$ cat src/sv/bve_pkg.sv
`default_nettype none

package bve_pkg;

	localparam int DATA_W    = 32;
	localparam int WIN_DEPTH = 10;
	localparam int WIN_IDX_W = $clog2(WIN_DEPTH);
	localparam int SUM_W     = DATA_W + WIN_IDX_W;

	// split divide of the window sum: high part, then remainder joined to low part
	localparam int LO_W     = 16;
	localparam int HI_W     = SUM_W - LO_W;
	localparam int Y_W      = WIN_IDX_W + LO_W;
	localparam int HI_SH    = HI_W + WIN_IDX_W;
	localparam int Y_SH     = Y_W + WIN_IDX_W;
	localparam int HI_MUL_W = HI_W + 1;
	localparam int Y_MUL_W  = Y_W + 1;

	localparam logic [HI_MUL_W-1:0] HI_MUL = HI_MUL_W'(
		((64'd1 << HI_SH) + 64'(WIN_DEPTH) - 64'd1) / 64'(WIN_DEPTH));
	localparam logic [Y_MUL_W-1:0] Y_MUL = Y_MUL_W'(
		((64'd1 << Y_SH) + 64'(WIN_DEPTH) - 64'd1) / 64'(WIN_DEPTH));

	// floor(x / 5) for any 32-bit unsigned x
	localparam logic [31:0] DIV5_MUL = 32'hCCCC_CCCD;
	localparam int          DIV5_SH  = 34;

	typedef logic signed [DATA_W-1:0] sample_t;
	typedef logic signed [SUM_W-1:0]  sum_t;

	typedef struct packed {
		sample_t altitude;
		sample_t velocity;
	} echo_t;

endpackage

`default_nettype wire

$ cat src/sv/bve_cell.sv
`default_nettype none

module bve_cell (
	input  logic             clk,
	input  logic             arst_n,
	input  logic             shift,
	input  bve_pkg::sample_t d,
	output bve_pkg::sample_t q
);
	import bve_pkg::*;

	sample_t entry_q;

	always_ff @(posedge clk or negedge arst_n) begin
		if (!arst_n) begin
			entry_q <= '0;
		end else if (shift) begin
			entry_q <= d;
		end
	end

	assign q = entry_q;

endmodule

`default_nettype wire

$ cat config.mk
export PLATFORM = sky130hd
export DESIGN_NAME = bve_cell
export DESIGN_NICKNAME = d
export VERILOG_FILES = /design/src/sv/bve_pkg.sv /design/src/sv/bve_cell.sv
export SDC_FILE = /design/constraint.sdc
export NUM_CORES = 1
export LEC_CHECK = 0
export BUFFER_PORTS_ARGS = -buffer_cell sky130_fd_sc_hd__buf_4
export CELL_PAD_IN_SITES_DETAIL_PLACEMENT = 0
export CELL_PAD_IN_SITES_GLOBAL_PLACEMENT = 1
export CORE_MARGIN = 1.5
export CORE_UTILIZATION = 26
export CTS_CLUSTER_SIZE = 24
export DETAILED_ROUTE_END_ITERATION = 8
export GPL_ROUTABILITY_DRIVEN = 0
export PLACE_DENSITY_LB_ADDON = 0.1
export SLEW_MARGIN = 20
export SYNTH_ARGS = -nofsm -noshare
export SYNTH_HDL_FRONTEND = slang
export SYNTH_SLANG_ARGS = --single-unit
$ cat constraint.sdc
create_clock -name clk -period 0.9 [get_ports clk]
set_input_delay 0.09 -clock clk [delete_from_list [all_inputs] [get_ports clk]]
set_output_delay 0.09 -clock clk [all_outputs]
set_load 0.03 [all_outputs]
=== Word level (Yosys, flattened, before mapping) ===
Cells that the tools add are included.

* Add/sub/neg operators: 0
* Multiply operators: 0
* Div/mod/pow operators: 0
* Order comparisons: 0
* Equality and inequality tests: 0
* Shift operators: 0
* Mux-type cells: 0
* Bitwise gates (word level): 0
* Reductions and logical operators: 0

* Register bits after elaboration: 32
* Latch bits: 0
* Memory bits (writable): 0
* ROM bits: 0
* Input port bits: 35
* Memories: 0

=== Longest topological paths before layout ===
* Word-level depth: 0
* Gate-level depth with buffers: 3
* Gate-level depth less buffers: 1

=== Least setup slack after synthesis ===
OpenSTA, ideal clock, no wires.

* Kind: flip-flop to flip-flop
* Start point: register q[0] (netlist name)
* End point: register entry_q[0] (netlist: q[0])
* Library setup time: 0.125 ns
* Arrival: 0.764 ns
* Required time: 0.775 ns
* Slack: 0.011 ns
* Stages on the path, launching flop included: 2
* Period minus slack after synthesis: 0.889 ns
* Cell sequence: dfrtp_1 > mux2_4

{| class="wikitable"
|+ RTL lines
! what !! line !! source
|-
| end signal: assignment || bve_cell.sv:16 || <nowiki>entry_q <= '0;</nowiki>
|-
| end signal: assignment || bve_cell.sv:18 || <nowiki>entry_q <= d;</nowiki>
|-
| end: declaration || bve_cell.sv:12 || <nowiki>sample_t entry_q;</nowiki>
|}

=== Worst setup path after layout ===
* Start point: register entry_q[10] (netlist: q[10])
* End point: output port q[10]

{| class="wikitable"
|+ RTL lines
! what !! line !! source
|-
| end: declaration || bve_cell.sv:8 || <nowiki>output bve_pkg::sample_t q</nowiki>
|}

No word-level cell between the ends.

==> impl_metrics.json <==
{
  "syn_to_final_growth_pct": 66.9,
  "violated_checks": "setup timing",
  "floorplan.core_area_mm2": 0.00485,
  "die_x_extent_um": 74.9,
  "fin_worst_hold_slack_ps": 38.4,
  "timing.hold.worst.start": "d[27]",
  "grt_max_degree": 33,
  "synth.lib_cells_used.distinct": 5,
  "critical_path.cell_chain": "buf_6",
  "proportion_of_layout_cells_with_a_drive_suffix_above_1": 0.787,
  "crit_path_max_fanout": 2,
  "reg2reg_from": "q[19]$_DFFE_PN0P_",
  "worst-endpoint-required_ps": 810,
  "reg2regPathDepth": 2,
  "worstHoldEndpoint": "q[27]$_DFFE_PN0P_",
  "dp_hpwl_um": 2030,
  "grt_setup_unrepaired": "yes",
  "mostFrequentLayoutCell": "buf_4",
  "io-pin-count": 67,
  "synthesis.area_mm2": 0.00135,
  "cts_buffers": 5,
  "start_util": 0.277,
  "fin_tns_setup_ps": -202,
  "cts.clk_slew.worst_paths_ps": 70,
  "cts_max_level": 2,
  "die_area_mm2": 0.00561,
  "period_share": 1.03,
  "share_clk_of_total_power": 0.278,
  "dr.pass1.iters": 2,
  "power.total_mw": 3.97,
  "yosys_register_bits": 32,
  "power_report.internal_total_mw": 2.86,
  "routed-via-count": 881,
  "p_seq_frac": 0.427,
  "yosys_warnings": 0,
  "outcome": "complete, but fails checks",
  "ir_worst_vdd_uv": 753,
  "r2r-end": "q[19]$_DFFE_PN0P_",
  "drt-total-wl_um": 2840,
  "chipHeight_um": 74.9,
  "switching_power_mw": 1.10,
  "synth.net_count": 103,
  "pwr-share-comb": 0.295,
  "setup_violations": 19,
  "final_instance_count_excl_fillers": 222,
  "worstPathBufferInverterCount": 1,
  "vias_per_cell": 3.97,
  "ys_seq_area_frac": 0.595,
  "hp-class": "in -> reg",
  "first_iter_violations": 33,
  "final.setup.worst_slack_ps": -27.4,
  "clock_root_buffer": "clkbuf_8",
  "drcViolationCount": 0,
  "clock_latency_on_the_worst_skew_pair_ps": 270,
  "grt_antenna_before_repair": 0,
  "dpl.cell_count": 200,
  "std_cell_rows": 25,
  "cpPeakStageDelay_ps": 410,
  "leakage_nw": 1.13,
  "relSlewSlack": 0.728,
  "critical_path.slowest_cell": "dfrtp_1",
  "cts_tree": "yes",
  "final_net_count": 189,
  "cts.path.max_buffers": 2,
  "grt_pass1_vias": 994,
  "crit_type": "reg -> out",
  "tightestPinTransition_ps": 408,
  "proportion_of_total_power_due_to_net_switching": 0.278,
  "gr-total-overflow": 0,
  "worst_clock_skew_ps": 0,
  "clkSinkCount": 32,
  "grt_use_total": 0.116,
  "path_delay_family": "flip-flops",
  "drv_slew": 0,
  "max_freq_ghz": 1.08,
  "r2r_setup_slack_ps": 0,
  "cellPowerDensity_mw_per_mm2": 1770,
  "report.final.hold_viol_count": 0,
  "largest_register_ffs": 32,
  "worst-endpoint-arrival_ps": 840,
  "routedWlPerCell_um": 12.8,
  "num_antenna_cells": 0,
  "start_kind": "register",
  "commonest_non_fill_non_tap_cells_in_the_layout": "44 x buf_4, 35 x buf_6, 32 x dfrtp_1",
  "end_kind": "output pin",
  "numPortBuffers": 66,
  "syn_area_per_cell_um2": 19.8,
  "cap_viol_max_count": 0,
  "wire_length_of_the_first_global_routing_pass_um": 4680,
  "ant_nets": 0,
  "netlist_instances": 68,
  "timing.hold.worst_path_depth": 2,
  "post-route-min-period_ps": 927
}
## logic make-up (layout without fill, tap and decap cells)
group,count (synthesis),count (layout),synth area share
DFF,32,32,0.595
buffers and inverters,4,91,0.0530
muxes,32,32,0.352
## layout make-up
class                   count  area, µm²
fillers                   453       2600
flip-flops and latches     32        801
repair buffers             83        795
multi-input cells          32        473
well taps                  67       83.8
clock buffers               6       82.6
clock inverters             2       10.0
## synth_stat cells
cell type	number	share of area
buf_12	3	0.045
buf_6	1	0.0084
dfrtp_1	32	0.60
mux2_2	2	0.017
mux2_4	30	0.33
## what timing repair did
item | CTS | global route
gates resized for setup | 32 | 3
endpoints found under the hold margin | 32 | 0
buffers inserted | 8 | 5
hold buffers | 1 | 0
setup endpoints to repair | 32 | 40
pin swaps | 0 | 0
## stage by stage
step | util | instance area, µm² | worst slack, ps
floorplan | - | 1350 | 11.3
global placement | 0.395 | 1910 | 68.5
detailed placement | 0.395 | 1910 | 54.2
CTS | 0.453 | 2200 | -40.2
global route | 0.463 | 2240 | -68.8
finish | 0.463 | 2240 | -27.4
## power groups by stage
stage | clock [mW] | combinational (mW) | sequential, mW
after floorplan | 0 | 0.295 | 1.98
after global routing | 1.24 | 1.23 | 1.71
after detailed placement | 0 | 0.999 | 1.69
after global placement | 0 | 0.991 | 1.69
after CTS | 1.17 | 1.14 | 1.69
final | 1.10 | 1.17 | 1.70
## metal layers
| layer | GRT usage | up-vias | part of all wire |
|---|---|---|---|
| met5 | 0 | - | 0 |
| met4 | 0.0667 | 0 | 0.021 |
| met3 | 0.0388 | 6 | 0.064 |
| met2 | 0.180 | 35 | 0.51 |
| met1 | 0.140 | 434 | 0.40 |
| li1 | - | 406 | - |
## how the worst max path moves through the flow
stage / endpoint / depth (start not counted) / start
after floorplan: q[0]$_DFFE_PN0P_ / 1 / q[0]$_DFFE_PN0P_
final: q[10] / 1 / q[10]$_DFFE_PN0P_
after global routing: q[21] / 1 / q[21]$_DFFE_PN0P_
after CTS: q[21] / 1 / q[21]$_DFFE_PN0P_
after detailed placement: q[31]$_DFFE_PN0P_ / 3 / shift
after global placement: q[5]$_DFFE_PN0P_ / 3 / shift
Power figures use the tool's default switching activity.
