File: src/sv/bve_pkg.sv
`default_nettype none

package bve_pkg;

	localparam int DATA_W    = 32;
	localparam int WIN_DEPTH = 10;
	localparam int WIN_IDX_W = $clog2(WIN_DEPTH);
	localparam int SUM_W     = DATA_W + WIN_IDX_W;

	// split divide of the window sum: high part, then remainder joined to low part
	localparam int LO_W     = 16;
	localparam int HI_W     = SUM_W - LO_W;
	localparam int Y_W      = WIN_IDX_W + LO_W;
	localparam int HI_SH    = HI_W + WIN_IDX_W;
	localparam int Y_SH     = Y_W + WIN_IDX_W;
	localparam int HI_MUL_W = HI_W + 1;
	localparam int Y_MUL_W  = Y_W + 1;

	localparam logic [HI_MUL_W-1:0] HI_MUL = HI_MUL_W'(
		((64'd1 << HI_SH) + 64'(WIN_DEPTH) - 64'd1) / 64'(WIN_DEPTH));
	localparam logic [Y_MUL_W-1:0] Y_MUL = Y_MUL_W'(
		((64'd1 << Y_SH) + 64'(WIN_DEPTH) - 64'd1) / 64'(WIN_DEPTH));

	// floor(x / 5) for any 32-bit unsigned x
	localparam logic [31:0] DIV5_MUL = 32'hCCCC_CCCD;
	localparam int          DIV5_SH  = 34;

	typedef logic signed [DATA_W-1:0] sample_t;
	typedef logic signed [SUM_W-1:0]  sum_t;

	typedef struct packed {
		sample_t altitude;
		sample_t velocity;
	} echo_t;

endpackage

`default_nettype wire

File: src/sv/bve_avg_div.sv
`default_nettype none

module bve_avg_div (
	input  logic             clk,
	input  logic             arst_n,
	input  logic             in_valid,
	output logic             in_ready,
	input  bve_pkg::sum_t    sum,
	input  bve_pkg::echo_t   echo_in,
	output logic             out_valid,
	input  logic             out_ready,
	output bve_pkg::sample_t average,
	output bve_pkg::echo_t   echo_out
);
	import bve_pkg::*;

	localparam int HP_W = HI_W + HI_MUL_W;
	localparam int YP_W = Y_W + Y_MUL_W;

	logic v_s1, v_s2, v_s3, v_s4, out_valid_q;
	logic en_s1, en_s2, en_s3, en_s4, en_out;

	logic              neg_s1, neg_s2, neg_s3, neg_s4;
	logic [SUM_W-1:0]  mag_s1;
	logic [HI_W-1:0]   hi_s2, qh_s2, qh_s3, qh_s4;
	logic [LO_W-1:0]   lo_s2, qy_s4;
	logic [Y_W-1:0]    y_s3;
	echo_t             echo_s1, echo_s2, echo_s3, echo_s4, echo_q;
	sample_t           average_q;

	logic [HI_W-1:0]   hi;
	logic [HP_W-1:0]   prod_hi;
	logic [HI_W-1:0]   qd;
	logic [HI_W-1:0]   rh;
	logic [YP_W-1:0]   prod_y;
	logic [SUM_W-1:0]  quo;
	logic [SUM_W-1:0]  quo_signed;

	assign en_out   = !out_valid_q || out_ready;
	assign en_s4    = !v_s4 || en_out;
	assign en_s3    = !v_s3 || en_s4;
	assign en_s2    = !v_s2 || en_s3;
	assign en_s1    = !v_s1 || en_s2;
	assign in_ready = en_s1;

	assign hi         = mag_s1[SUM_W-1:LO_W];
	assign prod_hi    = HP_W'(hi) * HP_W'(HI_MUL);
	assign qd         = qh_s2 * HI_W'(WIN_DEPTH);
	assign rh         = hi_s2 - qd;
	assign prod_y     = YP_W'(y_s3) * YP_W'(Y_MUL);
	assign quo        = {qh_s4, qy_s4};
	assign quo_signed = neg_s4 ? (~quo + SUM_W'(1)) : quo;

	always_ff @(posedge clk or negedge arst_n) begin
		if (!arst_n) begin
			v_s1        <= 1'b0;
			v_s2        <= 1'b0;
			v_s3        <= 1'b0;
			v_s4        <= 1'b0;
			out_valid_q <= 1'b0;
		end else begin
			if (en_s1) begin
				v_s1 <= in_valid;
			end
			if (en_s2) begin
				v_s2 <= v_s1;
			end
			if (en_s3) begin
				v_s3 <= v_s2;
			end
			if (en_s4) begin
				v_s4 <= v_s3;
			end
			if (en_out) begin
				out_valid_q <= v_s4;
			end
		end
	end

	always_ff @(posedge clk) begin
		if (en_s1) begin
			neg_s1  <= sum[SUM_W-1];
			mag_s1  <= sum[SUM_W-1] ? (~sum + SUM_W'(1)) : sum;
			echo_s1 <= echo_in;
		end
		if (en_s2) begin
			neg_s2  <= neg_s1;
			hi_s2   <= hi;
			lo_s2   <= mag_s1[LO_W-1:0];
			qh_s2   <= HI_W'(prod_hi >> HI_SH);
			echo_s2 <= echo_s1;
		end
		if (en_s3) begin
			neg_s3  <= neg_s2;
			qh_s3   <= qh_s2;
			y_s3    <= {rh[WIN_IDX_W-1:0], lo_s2};
			echo_s3 <= echo_s2;
		end
		if (en_s4) begin
			neg_s4  <= neg_s3;
			qh_s4   <= qh_s3;
			qy_s4   <= LO_W'(prod_y >> Y_SH);
			echo_s4 <= echo_s3;
		end
		if (en_out) begin
			average_q <= sample_t'(quo_signed[DATA_W-1:0]);
			echo_q    <= echo_s4;
		end
	end

	assign out_valid = out_valid_q;
	assign average   = average_q;
	assign echo_out  = echo_q;

endmodule

`default_nettype wire

File: config.mk
export PLATFORM = sky130hd
export DESIGN_NAME = bve_avg_div
export DESIGN_NICKNAME = d
export VERILOG_FILES = /design/src/sv/bve_pkg.sv /design/src/sv/bve_avg_div.sv
export SDC_FILE = /design/constraint.sdc
export NUM_CORES = 1
export LEC_CHECK = 0
export BUFFER_PORTS_ARGS = -buffer_cell sky130_fd_sc_hd__buf_2
export CORE_UTILIZATION = 67
export DETAILED_ROUTE_END_ITERATION = 8
export MAX_ROUTING_LAYER = met4
export PLACE_DENSITY = 0.95
export SYNTH_ARGS = -nofsm -noshare
export SYNTH_HDL_FRONTEND = slang
export SYNTH_SLANG_ARGS = --single-unit
File: constraint.sdc
create_clock -name clk -period 12.7 [get_ports clk]
set_input_delay 1.905 -clock clk [delete_from_list [all_inputs] [get_ports clk]]
set_output_delay 1.905 -clock clk [all_outputs]
set_load 0.03 [all_outputs]
Word level (Yosys, flattened, before mapping):

Index checks and enable logic that the tools add are counted.

* bits in read-only memories: 0
* memories kept: 0
* input port bits: 104
* bits in writable memories: 0
* output and inout port bits: 98
* latch bits: 0
* bits in registers: 502

* order comparisons: 0
* shifts and indexed selects: 0
* reduce and logical (&&, ||, !) cells: 10
* mux-type cells: 2
* bitwise logic cells: 2
* div/mod/pow operators: 0
* equality and inequality tests: 0
* add/sub/neg operators: 3
* $mul: 3

Operators with widths (count)
* multiplier 20 x 20 -> 40 bit (second input constant): 1
* multiplier 20 x 20 -> 39 bit (second input constant): 1
* adder 36 x 2 -> 36 bit (second input constant): 1
* inverter 36 bit: 1
* 2-to-1 mux 35 bit: 1
* adder 32 x 1 -> 32 bit (second input constant): 1
* 2-to-1 mux 32 bit: 1
* inverter 32 bit: 1
* multiplier 17 x 3 -> 3 bit (second input constant): 1
* zero test 1 bit: 5
* logical OR 1 bit: 5
* subtractor 4 bit: 1

Logic depth before layout (Yosys ltp):

Gate-level depths: netlist (run 1).

* word-level depth: 6
* gate-level depth with buffers: 23
* depth with buffers taken out: 22

Worst setup path after synthesis (run 1):

OpenSTA, ideal clock, no wires.

* kind: input to output
* from: input port out_ready
* to: output port in_ready
* stages on the path: 4
* setup slack: 3426 ps
* required time: 10795 ps
* arrival: 7369 ps
* buffers on the path: 0
* cells stage by stage: nor2b_1 -> nand4_1 -> inv_1 -> nand2_1

* word-level cells in the longest chain between the ends: 5

Ends and longest elaborated chain
* start: declaration: RTL line bve_avg_div.sv:11 `input logic out_ready,`
* logical OR 1 bit: RTL line bve_avg_div.sv:39 `assign en_out = !out_valid_q || out_ready;`
* logical OR 1 bit: RTL line bve_avg_div.sv:40 `assign en_s4 = !v_s4 || en_out;`
* logical OR 1 bit: RTL line bve_avg_div.sv:41 `assign en_s3 = !v_s3 || en_s4;`
* logical OR 1 bit: RTL line bve_avg_div.sv:42 `assign en_s2 = !v_s2 || en_s3;`
* named net en_s2: RTL line bve_avg_div.sv:21 `logic en_s1, en_s2, en_s3, en_s4, en_out;`
* logical OR 1 bit: RTL line bve_avg_div.sv:43 `assign en_s1 = !v_s1 || en_s2;`
* end: declaration: RTL line bve_avg_div.sv:7 `output logic in_ready,`

The timed path passes the listed nets, and every way through them passes these cells.

Worst setup path after layout (run 1):

* from: register y_s3[6]
* to: register qy_s4[14], data pin

* word-level cells in the longest chain between the ends: 1

Ends and longest elaborated chain
* start: declaration: RTL line bve_avg_div.sv:27 `logic [Y_W-1:0] y_s3;`
* start signal: assignment: RTL line bve_avg_div.sv:96 `y_s3 <= {rh[WIN_IDX_W-1:0], lo_s2};`
* multiplier 20 x 20 -> 39 bit: RTL line bve_avg_div.sv:50 `assign prod_y = YP_W'(y_s3) * YP_W'(Y_MUL);`
* named net prod_y[38]: RTL line bve_avg_div.sv:35 `logic [YP_W-1:0] prod_y;`
* end signal: assignment: RTL line bve_avg_div.sv:102 `qy_s4 <= LO_W'(prod_y >> Y_SH);`
* end: declaration: RTL line bve_avg_div.sv:26 `logic [LO_W-1:0] lo_s2, qy_s4;`

The timed path passes the listed nets, and every way through them passes these cells.
A chain may end at the register's enable or synchronous reset.

==> results of run 1 <==
==> worst max-delay path, cell delays in order, from the launching register on <==
cell and delay [ns]:
edfxtp_1 0.57, ha_1 0.60, fa_1 0.53, fa_1 0.53, fa_1 0.55, inv_1 0.06, fa_1 0.56, inv_1 0.07
fa_1 0.48, ha_1 0.31, ha_1 0.40, and3_1 0.22, nor3b_1 0.32, nand3_1 0.21, a21boi_0 0.22, a31oi_1 0.10
a31oi_1 0.51, mux2i_1 0.35, nand3_1 0.16
==> routing by layer <==
metal / track usage [%] / vias up
met5: - / -
met4: 17.7 / 0
met3: 5.68 / 322
met2: 58.4 / 1080
met1: 39.3 / 8967
li1: - / 7795
==> worst max-delay path by stage <==
stage                from         to  slack [ns]  depth (start not counted)
6_report          y_s3[6]  qy_s4[14]        5.68                         18
5_1_grt           y_s3[6]  qy_s4[14]        5.43                         18
4_1_cts         out_ready   in_ready        5.82                          6
3_5_place_dp   mag_s1[17]  qh_s2[14]        5.90                         18
3_3_place_gp    out_ready   in_ready        6.19                          6
2_1_floorplan   out_ready   in_ready        3.43                          4
==> kinds of logic (layout without fill, tap and decap cells) <==
group                    Yosys count  after routing  synth area share, %
XOR/XNOR                         138            138                 3.98
flip-flops                       501            501                 49.5
adder cells (fa/ha/maj)          657            657                 33.5
AND/OR/NAND/NOR                  206            206                 3.56
multiplexers                       1              1               0.0330
buffers and inverters            413            698                 5.10
AO/OA/AOI/OAI                    205            205                 4.37
other                              0              2                    0
==> registers in the layout, summed over array words and instances, names as in the netlist, 4 cells and up <==
name      flops
echo_s2      64
echo_s3      64
qh_s3        16
y_s3         20
qy_s4        16
mag_s1       36
qh_s4        16
lo_s2        16
echo_s1      64
echo_out     64
hi_s2         4
echo_s4      64
qh_s2        16
average      32
==> cell usage after synthesis, drive strengths merged, types with 15 or more instances <==
| library cell | n |
|---|---|
| a21o | 32 |
| a21oi | 64 |
| and2 | 19 |
| edfxtp | 496 |
| fa | 260 |
| ha | 397 |
| inv | 400 |
| nand2 | 62 |
| nand3 | 16 |
| nor2 | 32 |
| o21ai | 37 |
| o31ai | 20 |
| or3 | 15 |
| xnor2 | 90 |
| xor2 | 48 |
==> stage by stage <==
step	util, %	std cells	area (um2)	hold WS, ns
2_1_floorplan	-	2121	30400	0.400
3_3_place_gp	72.2	2906	32100	0.400
3_5_place_dp	72.2	2906	32100	0.405
4_1_cts	76.1	2997	33900	0.408
5_1_grt	76.2	2999	33900	0.413
6_report	76.2	3000	33900	0.403
==> area by class of cell <==
type | instances | area share, %
sequential | 501 | 44.3
multi-input combinational | 1207 | 40.8
inverter | 400 | 4.43
clock buffer | 53 | 3.66
timing repair buffer | 207 | 3.12
tap | 592 | 2.18
clock inverter | 38 | 1.51
antenna | 2 | 0.0148
==> qor.csv, run 1 <==
metric,value,unit
drtPass1Iterations,5,
skew,0.0264,ns
yosysUniqueCellTypes,53,
hold_buffers,0,
setup.worst_path.start_class,register,
status,"complete, no violations",
crit_fanout,6,
yosys.area.top_type,edfxtp_1,
critPathArrivalTime,7.35,ns
cp-end-kind,register,
start_util,68.2,%
min_path_type,register to register,
ant_nets,0,
hpwl,51200,um
yosys_warnings,0,
drc,0,
synth_edf_count,496,
die_area,0.0462,mm2
grt_overflow_total,0,
grt_pass1_vias,20000,
netlist_area,0.0304,mm2
met3_length,5570,um
cts-root-buf,clkbuf_16,
worst_slack,5.68,ns
grt_pass1_wl,115000,um
met2_length,38100,um
regArea,0.0150,mm2
clk_transition_reported_paths,0.07,ns
grt_max_degree,97,
cts_setup_buffers,0,
multiInputGateArea,0.0138,mm2
synth_nets,2882,
rr_endpoint,qy_s4[14],
worst_pin_slew,1.29,ns
grt_antenna_before_repair,1,
hold_depth,0,
tns,0,ns
gp_congestion,1.00,
r2r_cells,18,
ff2ff_setup_slack,5.68,ns
cts_buffers,49,
cts_buffer_depth,3,
dp_worst_setup_slack,5.90,ns
avgViaCountPerCell,6.05,
cp.required,13.03,ns
wire_per_inst,24.7,um
timing.fmax,143,MHz
synth-seq-cells,501,
met1_length,26000,um
syn_inst,2121,
core,0.0445,mm2
cts_tree,yes,
synth_area_leaders,"edfxtp_1 49%, fa_1 17%, ha_1 16%",
hold_start,echo_s2[28],
final_cell_mix,"496 x edfxtp_1, 399 x inv_1, 397 x ha_1",
rsz0062_at_grt,false,
hold_viol_final,0,
die_h,215,um
syn2layout_area_growth,11.6,%
r2r-start,y_s3[6],
highest-signal-layer,met4,
slew_viol_final,0,
vias,18200,
maxCapViolations,0,
setup_viol,0,
boundaryPins,202,
cts_resized,0,
htreeDepth,2,
grtUsageTotal,34.3,%
final_common_cell,edfxtp_1,
synthArstFlopShare,0.998,%
slew-limit-headroom,13.9,%
hold_path_end,echo_s3[28],
synth_top_area_share,49.0,%
first_iter_violations,1799,
routed_wl,74000,um
period_needed,7.02,ns
port_buffers,201,
nNetsFinal,3127,
synth_flop_cell,edfxtp_1,
rows,77,
ys_seq_area_share,49.5,%
dieWidth,215,um
postSynthAreaPerCell,14.3,um2
period_share,55.3,%
crit_type,register to register,
cts.sinks,501,
clk_latency,0.61,ns
nFillCells,2485,
drive_above_1_share,12.8,%
Power of run 1 is left out: the tool's default activity adds up to more than one toggle a clock period on the data nets, which glitch-free logic cannot reach.
==> run 2, diff against run 1 <==
--- a/config.mk
+++ b/config.mk
@@ -6,10 +6,10 @@
 export NUM_CORES = 1
 export LEC_CHECK = 0
 export BUFFER_PORTS_ARGS = -buffer_cell sky130_fd_sc_hd__buf_2
-export CORE_UTILIZATION = 67
+export CORE_UTILIZATION = 62
 export DETAILED_ROUTE_END_ITERATION = 8
 export MAX_ROUTING_LAYER = met4
-export PLACE_DENSITY = 0.95
+export PLACE_DENSITY = 0.92
 export SYNTH_ARGS = -nofsm -noshare
 export SYNTH_HDL_FRONTEND = slang
 export SYNTH_SLANG_ARGS = --single-unit
==> constraint.sdc (replaced) <==
create_clock -name clk -period 7.3 [get_ports clk]
set_input_delay 1.095 -clock clk [delete_from_list [all_inputs] [get_ports clk]]
set_output_delay 1.095 -clock clk [all_outputs]
set_load 0.03 [all_outputs]
==> run 2 against run 1 <==
  * Via count shrank 2.2%
  * First-iteration DRC count is 0.72% lower
  * Non-clock buffer count did not move
  * Sequential cell count unchanged
  * Worst setup slack worse by 5.5 ns
  * Critical path type unchanged
  * Largest cell class unchanged
  * The flow now finishes with violations (design-rule violations)
  * Global-route usage is 3.1 points lower
  * Design area is 0.68% lower
==> qor.csv, run 2 (same netlist as run 1, synthesis figures left out) <==
metric,value,unit,change
grt_overflow_total,0,,unchanged
first_iter_violations,1786,,-0.72%
syn2layout_area_growth,10.9,%,
cp.required,7.61,ns,-5.42 ns
final_cell_mix,"496 x edfxtp_1, 399 x inv_1, 397 x ha_1",,
cts-root-buf,clkbuf_16,,
drc,1,,+1
multiInputGateArea,0.0138,mm2,unchanged
vias,17800,,-2.2%
fin_util,70.1,%,-6.1 points
setup.worst_path.start_class,register,,
crit_buf_inv,0,,-2
cts.sinks,501,,unchanged
wire_per_inst,23.8,um,-3.3%
clk_transition_reported_paths,0.07,ns,about the same
cp-end-kind,register,,
cts_setup_buffers,0,,unchanged
hold_buffers,0,,unchanged
met3_length,5490,um,-1.5%
rows,80,,+3.9%
instances_no_fill,3021,,+0.70%
die_h,223,um,+3.9%
worstSetupStartpoint,mag_s1[17],,
slew-limit-headroom,17.3,%,+3.4 points
worst_pin_slew,1.24,ns,-0.0516 ns
whs,0.322,ns,-0.0813 ns
avgViaCountPerCell,5.88,,-2.9%
cts_resized,0,,unchanged
cpLargestDelayFamily,adder cells,,
grt_max_degree,94,,-3.1%
nNetsFinal,3126,,-0.032%
gp_congestion,0.970,,-3.3%
ant_nets,0,,unchanged
placed_cells,2930,,+0.83%
hpwl,52800,um,+3.2%
crit_path_cell_trace,ha_1 -> xor2_1 -> ha_1 -> or2_2 -> fa_1 -> fa_1 -> fa_1 -> fa_1 -> ha_1 -> ha_1 -> a21oi_1 -> o21ai_0 -> o31ai_1 -> a31oi_1 -> a41oi_1 -> a21oi_1 -> a211oi_1 -> xnor2_1,,
period_needed,7.17,ns,+0.150 ns
drtPass1Iterations,8,,+3
grt_pass1_wl,112000,um,-2.2%
slew_viol_final,0,,unchanged
boundaryPins,202,,unchanged
grt_antenna_before_repair,4,,+3
drive_above_1_share,12.3,%,-0.52 points
grtUsageTotal,31.2,%,-3.1 points
met2_length,36800,um,-3.5%
grt_pass1_vias,19500,,-2.2%
critPathArrivalTime,7.47,ns,+0.12 ns
max_stage_delay,0.58,ns,-0.02 ns
cts_buffers,48,,-2.0%
status,"finished, violations left",,
start_util,63.2,%,-5.0 points
cts_tree,yes,,
routed_wl,72000,um,-2.7%
die_area,0.0499,mm2,+8.0%
cts_buffer_depth,3,,unchanged
violations,design-rule violations,,
dieWidth,223,um,+3.9%
highest-signal-layer,met4,,
maxCapViolations,0,,unchanged
final_common_cell,edfxtp_1,,
setup_viol,0,,unchanged
timing.fmax,140,MHz,-2.1%
r2r-start,mag_s1[17],,
hold_viol_final,0,,unchanged
core,0.0480,mm2,+7.9%
period_share,98.2,%,+43 points
cpMaxStageDelayCell,a41oi_1,,
port_buffers,201,,unchanged
met1_length,26600,um,+2.4%
min_path_type,input port to async pin,,
crit_fanout,8,,+2
clk_latency,0.62,ns,about the same
crit_type,register to register,,
regArea,0.0150,mm2,unchanged
nFillCells,3034,,+22%
skew,0.0441,ns,+0.0178 ns
htreeDepth,2,,unchanged
-- run 2: changes by cell type in the layout (fill, tap and decap cells not counted), sizes merged --
cell / change
bufinv: -8
clkbuf: +5
inv: -5
clkinvlp: +3
diode: +2
clkinv: +1
-- run 2: through the flow --
| step | area [um2] | setup TNS (ns) | worst slack (ns) |
|---|---|---|---|
| finish | 33700 | 0 | 0.133 |
| global route | 33700 | -0.0636 | -0.0636 |
| CTS | 33700 | 0 | 0.460 |
| detailed placement | 32200 | 0 | 0.582 |
| global placement | 32200 | 0 | 0.830 |
| floorplan | 30400 | 0 | 0.325 |
-- run 2: cell type report --
type	instances	area share (%)
clock inverter	29	0.769
tap	615	2.28
clock buffer	58	3.68
multi-input combinational	1207	41.1
inverter	400	4.46
antenna	4	0.0297
sequential	501	44.6
timing repair buffer	207	3.12
-- run 2: final timing paths --
check	cells past startpoint	end	slack [ns]
hold / removal	1	out_valid	0.32
setup reg to reg	18	qh_s2[14]	0.13
min in group clk	0	echo_s4[2]	0.40
hold reg to reg	0	echo_s4[2]	0.40
max in group asynchronous	1	v_s4	6.84
setup / recovery	18	qh_s2[14]	0.13
-- run 2: metal layers --
layer / vias up / global-route usage (%)
li1: 7804 / -
met1: 8771 / 37.6
met2: 944 / 52.3
met3: 244 / 5.66
met4: 0 / 12.6
met5: - / -
Power of run 2 is left out for the same reason.
